File: config.mk
export PLATFORM = sky130hd
export DESIGN_NAME = indexed_list_store_core
export DESIGN_NICKNAME = d
export VERILOG_FILES = /design/src/hdl/ils_pkg.sv /design/src/hdl/ils_entry_array.sv /design/src/hdl/indexed_list_store_core.sv
export VERILOG_INCLUDE_DIRS = /design/src /design/src/hdl
export SDC_FILE = /design/constraint.sdc
export NUM_CORES = 2
export LEC_CHECK = 0
export ABC_AREA = 1
export BUFFER_PORTS_ARGS = -buffer_cell sky130_fd_sc_hd__buf_2
export CAP_MARGIN = 20
export CORE_MARGIN = 3
export CORE_UTILIZATION = 40
export DETAILED_ROUTE_END_ITERATION = 10
export GPL_TIMING_DRIVEN = 1
export PLACE_DENSITY = 0.57
export SYNTH_ARGS = -nofsm -noshare
export SYNTH_HDL_FRONTEND = slang
export SYNTH_SLANG_ARGS = --single-unit
File: constraint.sdc
create_clock -name clk_i -period 7.9 [get_ports clk_i]
set_input_delay 2.37 -clock clk_i [delete_from_list [all_inputs] [get_ports clk_i]]
set_output_delay 2.37 -clock clk_i [all_outputs]
set_load 0.01 [all_outputs]
File: src/hdl/assert_macros.svh
// Assertion helpers used by indexed_list_store_core.
// Define ASSERT_OFF to compile the assertions out.
`ifndef ASSERT_MACROS_SVH
`define ASSERT_MACROS_SVH

`ifndef ASSERT_OFF

// Checked on every clock edge outside reset.
`define ASSERT_RST(lbl, prop) \
  lbl: assert property (@(posedge clk_i) disable iff (!rst_ni) (prop)) \
    else $error("assertion failed");

// Checked on every clock edge, also during reset.
`define ASSERT_ALWAYS(lbl, prop) \
  lbl: assert property (@(posedge clk_i) (prop)) \
    else $error("assertion failed");

`else

`define ASSERT_RST(lbl, prop)
`define ASSERT_ALWAYS(lbl, prop)

`endif

`endif

File: src/hdl/ils_pkg.sv
package ils_pkg;

  localparam int Depth  = 16;
  localparam int IdxW   = $clog2(Depth);
  localparam int CountW = 5;
  localparam int PosW   = 5;
  localparam int ValW   = 32;
  localparam int ReqW   = 3;
  localparam int StW    = 2;

  typedef enum logic [ReqW-1:0] {
    REQ_PUSH   = 3'd0,
    REQ_POP    = 3'd1,
    REQ_PEEK   = 3'd2,
    REQ_GET    = 3'd3,
    REQ_SET    = 3'd4,
    REQ_INSERT = 3'd5,
    REQ_REMOVE = 3'd6
  } req_e;

  typedef enum logic [StW-1:0] {
    ST_OK   = 2'd0,
    ST_BAD  = 2'd1,
    ST_FULL = 2'd2
  } status_e;

  typedef enum logic [1:0] {
    ENT_KEEP   = 2'd0,
    ENT_WRITE  = 2'd1,
    ENT_INSERT = 2'd2,
    ENT_REMOVE = 2'd3
  } entry_op_e;

  typedef struct packed {
    entry_op_e              op;
    logic [IdxW-1:0]        idx;
    logic signed [ValW-1:0] value;
  } entry_ctrl_t;

endpackage

File: src/hdl/ils_entry_array.sv
module ils_entry_array
  import ils_pkg::*;
(
  input  logic                   clk_i,
  input  entry_ctrl_t            ctrl_i,
  input  logic [IdxW-1:0]        rd_idx_i,
  output logic signed [ValW-1:0] rd_data_o
);

  logic signed [ValW-1:0] ent_q [Depth];
  logic signed [ValW-1:0] ent_d [Depth];
  logic signed [ValW-1:0] below [Depth];
  logic signed [ValW-1:0] above [Depth];

  for (genvar i = 0; i < Depth; i++) begin : g_ent
    localparam logic [IdxW-1:0] Idx = IdxW'(i);

    if (i == 0) begin : g_lo
      assign below[i] = ent_q[i];
    end else begin : g_lo_nb
      assign below[i] = ent_q[i-1];
    end
    if (i == Depth - 1) begin : g_hi
      assign above[i] = ent_q[i];
    end else begin : g_hi_nb
      assign above[i] = ent_q[i+1];
    end

    // Each entry keeps, takes a neighbor, or takes the new value.
    always_comb begin
      ent_d[i] = ent_q[i];
      case (ctrl_i.op)
        ENT_KEEP: ent_d[i] = ent_q[i];
        ENT_WRITE: begin
          if (Idx == ctrl_i.idx) ent_d[i] = ctrl_i.value;
        end
        ENT_INSERT: begin
          if (Idx == ctrl_i.idx) begin
            ent_d[i] = ctrl_i.value;
          end else if (Idx > ctrl_i.idx) begin
            ent_d[i] = below[i];
          end
        end
        ENT_REMOVE: begin
          if (Idx >= ctrl_i.idx) ent_d[i] = above[i];
        end
        default: ent_d[i] = ent_q[i];
      endcase
    end

    always_ff @(posedge clk_i) begin
      ent_q[i] <= ent_d[i];
    end
  end

  assign rd_data_o = ent_q[rd_idx_i];

endmodule

File: src/hdl/indexed_list_store_core.sv
// A result is registered and appears on the master side in the cycle after its request is accepted.
// Throughput: one request per cycle; every entry updates in parallel in that cycle.
// The slave side stalls only while a held result is not taken.
// Reset (rst_ni low, asynchronous): the list is empty and no result is pending.
// Entry contents are not reset; only entries below the count are ever read.
`include "assert_macros.svh"

module indexed_list_store_core
  import ils_pkg::*;
(
  input  logic        clk_i,
  input  logic        rst_ni,
  input  logic        s_axis_tvalid_i,
  output logic        s_axis_tready_o,
  // [2:0] req_type, [7:3] position, [39:8] item_value
  input  logic [39:0] s_axis_tdata_i,
  output logic        m_axis_tvalid_o,
  input  logic        m_axis_tready_i,
  // [31:0] read_value, [33:32] status, [38:34] entry_count, [39] zero
  output logic [39:0] m_axis_tdata_o
);

  localparam logic [CountW-1:0] CountFull = CountW'(Depth);

  logic                   in_acc;
  logic [ReqW-1:0]        req;
  logic [PosW-1:0]        pos;
  logic signed [ValW-1:0] val;

  logic [CountW-1:0]      count_q, count_d;
  logic [CountW-1:0]      count_inc, count_dec;
  logic                   out_valid_q;
  logic signed [ValW-1:0] out_value_q, out_value_d;
  status_e                out_status_q, out_status_d;
  logic [CountW-1:0]      out_count_q;

  entry_ctrl_t            ctrl;
  logic [IdxW-1:0]        rd_idx;
  logic signed [ValW-1:0] rd_data;
  logic                   rd_en;
  logic                   empty, full, pos_lt, pos_le;

  assign req = s_axis_tdata_i[2:0];
  assign pos = s_axis_tdata_i[7:3];
  assign val = s_axis_tdata_i[39:8];

  assign s_axis_tready_o = !out_valid_q || m_axis_tready_i;
  assign in_acc          = s_axis_tvalid_i && s_axis_tready_o;

  assign count_inc = count_q + CountW'(1);
  assign count_dec = count_q - CountW'(1);

  assign empty  = (count_q == '0);
  assign full   = (count_q == CountFull);
  assign pos_lt = (pos < count_q);
  assign pos_le = (pos <= count_q);

  // Pop and peek read the top entry, get reads at the position.
  assign rd_idx = (req == REQ_POP || req == REQ_PEEK) ?
                  IdxW'(count_dec) : IdxW'(pos);

  always_comb begin
    ctrl.op      = ENT_KEEP;
    ctrl.idx     = IdxW'(pos);
    ctrl.value   = val;
    count_d      = count_q;
    out_status_d = ST_OK;
    rd_en        = 1'b0;
    case (req)
      REQ_PUSH: begin
        if (full) begin
          out_status_d = ST_FULL;
        end else begin
          ctrl.op  = ENT_WRITE;
          ctrl.idx = IdxW'(count_q);
          count_d  = count_inc;
        end
      end
      REQ_POP: begin
        if (empty) begin
          out_status_d = ST_BAD;
        end else begin
          rd_en   = 1'b1;
          count_d = count_dec;
        end
      end
      REQ_PEEK: begin
        if (empty) out_status_d = ST_BAD;
        else       rd_en = 1'b1;
      end
      REQ_GET: begin
        if (!pos_lt) out_status_d = ST_BAD;
        else         rd_en = 1'b1;
      end
      REQ_SET: begin
        if (!pos_lt) out_status_d = ST_BAD;
        else         ctrl.op = ENT_WRITE;
      end
      REQ_INSERT: begin
        if (!pos_le) begin
          out_status_d = ST_BAD;
        end else if (full) begin
          out_status_d = ST_FULL;
        end else begin
          ctrl.op = ENT_INSERT;
          count_d = count_inc;
        end
      end
      REQ_REMOVE: begin
        if (!pos_lt) begin
          out_status_d = ST_BAD;
        end else begin
          ctrl.op = ENT_REMOVE;
          count_d = count_dec;
        end
      end
      default: out_status_d = ST_BAD;
    endcase
    if (!in_acc) begin
      ctrl.op = ENT_KEEP;
      count_d = count_q;
    end
  end

  assign out_value_d = rd_en ? rd_data : '0;

  ils_entry_array u_entries (
    .clk_i     (clk_i),
    .ctrl_i    (ctrl),
    .rd_idx_i  (rd_idx),
    .rd_data_o (rd_data)
  );

  always_ff @(posedge clk_i or negedge rst_ni) begin
    if (!rst_ni) begin
      count_q     <= '0;
      out_valid_q <= 1'b0;
    end else begin
      count_q <= count_d;
      if (in_acc) begin
        out_valid_q <= 1'b1;
      end else if (m_axis_tready_i) begin
        out_valid_q <= 1'b0;
      end
    end
  end

  always_ff @(posedge clk_i) begin
    if (in_acc) begin
      out_value_q  <= out_value_d;
      out_status_q <= out_status_d;
      out_count_q  <= count_d;
    end
  end

  assign m_axis_tvalid_o = out_valid_q;
  assign m_axis_tdata_o  = {1'b0, out_count_q, out_status_q, out_value_q};

  `ASSERT_RST(a_count_range, count_q <= CountFull)
  `ASSERT_RST(a_result_count, in_acc |=> out_count_q == count_q)
  `ASSERT_RST(a_full_status, out_valid_q && out_status_q == ST_FULL |-> out_count_q == CountFull)
  `ASSERT_RST(a_err_zero, out_valid_q && out_status_q != ST_OK |-> out_value_q == '0)
  `ASSERT_RST(a_count_idle, !in_acc |=> $stable(count_q))
  `ASSERT_RST(a_count_step, count_d == count_q || count_d == count_inc || count_d == count_dec)

endmodule

==> out/qor.csv <==
stage,metric,value,unit
status,outcome,finished clean,
grt,grt-ovfl-total,0,
setup_path,worstPathRequired,8.15,ns
timing,setup_viol,0,
min_path,hold_depth,2,
min_path,hp-class,register to register,
clock_network,cts_tree,yes,
synthesis,synth_seq_area_share,42.0,%
setup_path,crit-reg2reg-capture,u_entries.ent_q[11][28],
route,vias_per_cell,5.69,
route,drc,0,
die,die_x,321,um
clock_network,cts_buffer_depth,3,
grt,grt_util_all_layers,31.1,%
synthesis,synth_seq_cells,557,
setup_path,reg2reg_slack,3.14,ns
clock_network,clock_latency,0.65,ns
clock_network,clkTransAtPathRegs,0.05,ns
timing,slew_headroom,12.6,%
clock_network,cts_root_buf,clkbuf_16,
setup_path,r2r_cells,14,
synthesis,yosysWarnings,0,
grt,grt_pass1_wl,242,mm
final_layout,fillers,10300,
synthesis,synth_fp_nets,5953,
power,p_leak,19.9,nW
final_layout,area_delta_synth_final,8.48,%
setup_path,critPathLaunchType,input port,
grt,grt_antenna_before_repair,7,
timing,finalCriticalPeriod,5.70,ns
clock_network,cts_made_buffers,71,
clock_network,hold_buffers,0,
synthesis,ys_types,37,
timing,clock_skew,0.0368,ns
place,io_buffer_count,84,
setup_path,startpoint,s_axis_tdata_i[0],
synthesis,syn-cell-area,0.0398,mm^2
timing,rsz0062_at_grt,false,
timing,timing.fmax,0.175,GHz
route,drtPass1Iterations,6,
clock_network,cts_setup_buffers,0,
timing,drv_slew,0,
power,cellPowerDensity,229,mW/mm^2
power,ir_drop,0.158,mV
synthesis,synth.avg_cell_area,6.74,um^2
die,num_rows,115,
synthesis,synthCells,5900,
route,routedWlPerCell,23.5,um
timing,fin_hold_ws,0.557,ns
timing,worst_pin_slew,1.31,ns
timing,hold_viol,0,
clock_network,htreeDepth,3,
die,io_pins,86,
die,die-area,0.103,mm^2
place,place_congestion,0.877,
final_layout,layout-drive-gt1-share,6.28,%
route,wl,166,mm
grt,grt_pass1_vias,36500,
clock_network,cts_repair_resize_count,0,
route,antenna_left,0,
die,core_area,0.0984,mm^2
die,initial_core_util,40.4,%
synthesis,synthArstFlopShare,1.08,%
setup_path,worstSetupPathType,input port to register,
grt,grt_start_max_net_pins,154,
setup_path,reg2reg_from,count_q[2],
route,via_count,40200,
min_path,min_from,m_axis_tvalid_o,
synthesis,synth-edff-count,551,
die,die_h,321,um
place,hpwl,91.0,mm
synthesis,ys.flop_type,edfxtp_1,
setup_path,cp.arrival,5.95,ns
flow_run,cap_violations,0,
setup_path,worst-path-max-fanout,32,
final_layout,nets,5770,
min_path,holdPathEnd,m_axis_tvalid_o,
timing,fin_crit_sh,72.2,%
route,drt_iter0_markers,5683,
setup_path,end_kind,register,
clock_network,numClockSinks,557,
timing,tns,0,ns
-- Yosys cell counts (5+ instances only) --
cell | instances | area share [%]
a21oi_1 | 38 | 0.48
buf_1 | 22 | 0.21
buf_2 | 211 | 2.7
buf_4 | 58 | 1.1
buf_6 | 8 | 0.23
clkbuf_1 | 130 | 1.2
clkinv_1 | 24 | 0.23
dfrtp_1 | 6 | 0.38
edfxtp_1 | 551 | 42
ha_1 | 9 | 0.28
inv_1 | 716 | 6.8
inv_2 | 13 | 0.12
nand2_1 | 2613 | 25
nand2_2 | 15 | 0.24
nand3_1 | 982 | 12
nand3b_1 | 96 | 1.8
nand4_1 | 9 | 0.14
nor2_1 | 20 | 0.19
nor2_2 | 6 | 0.094
nor2_4 | 7 | 0.20
o21ai_0 | 216 | 2.7
o21ai_1 | 122 | 1.5
xor2_1 | 5 | 0.11
-- kinds of logic (layout without fill, tap and decap cells) --
family | count (synthesis) | in the layout | synth area share (%)
adder cells (fa/ha/maj) | 9 | 9 | 0.283
flip-flops | 557 | 557 | 42.0
AND/OR/NAND/NOR | 3757 | 3757 | 40.0
buffers and inverters | 1184 | 1047 | 12.6
AO/OA/AOI/OAI | 387 | 387 | 5.02
other | 1 | 6 | 0.00943
XOR/XNOR | 5 | 5 | 0.110
-- power by group --
part	switching, mW	internal, mW
Combinational	2.11	0.717
Sequential	0.165	3.55
Clock	1.40	1.94
Total	3.68	6.21
-- registers in the layout, summed over array words and instances (netlist names) --
signal / cells
count_q: 5
m_axis_tvalid_o: 1
out_count_q: 5
out_status_q: 2
out_value_q: 32
u_entries.ent_q: 512
-- critical path: stages --
cell and delay [ns]:
buf_2 0.12, inv_2 0.07, nand2_2 0.10, nor2_4 0.13, nand2_4 0.18, o21ai_2 0.63, nand2_1 0.32, inv_1 0.18
nand2_2 0.51, o21ai_0 0.35, nand2_1 0.09, inv_2 0.86
-- cells in the final DEF (no fill, tap or decap), types with 2 or more instances in the layout --
master,count
a21oi_1,37
buf_12,19
buf_16,2
buf_2,84
buf_4,70
bufinv_16,7
clkbuf_1,17
clkbuf_16,74
clkinv_1,32
clkinv_2,9
dfrtp_1,6
diode_2,5
edfxtp_1,551
ha_1,9
inv_1,711
inv_2,14
inv_6,2
inv_8,3
nand2_1,2599
nand2_2,18
nand2_4,14
nand3_1,982
nand3_4,2
nand3b_1,96
nand4_1,9
nor2_1,12
nor2_2,6
nor2_4,15
o21ai_0,211
o21ai_1,121
o21ai_2,4
o21ai_4,9
xor2_1,5
-- layer usage --
metal  GRT usage [%]  up-vias  routed length, um
li1                -    18300                  -
met1            42.8    18900              67600
met2            48.4     2517              72600
met3            5.87      406              18600
met4            12.5        4               6990
met5               0        -                 32
-- layout make-up --
cell class	instances	area, um^2	area share (%)
diodes	5	12.5	0.0290
clock buffers	92	1930	4.47
clock inverters	27	323	0.749
inverters	753	2850	6.61
multi-input cells	4159	18300	42.5
flip-flops and latches	557	16700	38.7
well taps	1287	1610	3.73
repair buffers	175	1380	3.20
-- stage by stage --
step / std cells / setup WS [ns] / utilization [%] / instance area [um^2] / total power, mW
after floorplan: 5900 / 0.824 / - / 39800 / 5.44
after global placement: 6927 / 1.71 / 41.4 / 40800 / 6.48
after global routing: 7051 / 2.12 / 43.8 / 43100 / 10.2
after CTS: 7047 / 2.32 / 43.7 / 43000 / 9.83
after detailed placement: 6928 / 1.66 / 41.4 / 40800 / 6.49
final: 7055 / 2.20 / 43.8 / 43100 / 9.89
-- worst max-delay path by stage --
stage,end,depth (start not counted),slack (ns)
floorplan,u_entries.ent_q[15][0],12,0.82
global placement,u_entries.ent_q[11][20],14,1.71
detailed placement,u_entries.ent_q[11][20],14,1.66
CTS,u_entries.ent_q[11][28],14,2.32
global route,u_entries.ent_q[11][26],14,2.12
finish,u_entries.ent_q[13][18],12,2.20
Power figures use the tool's default switching activity.
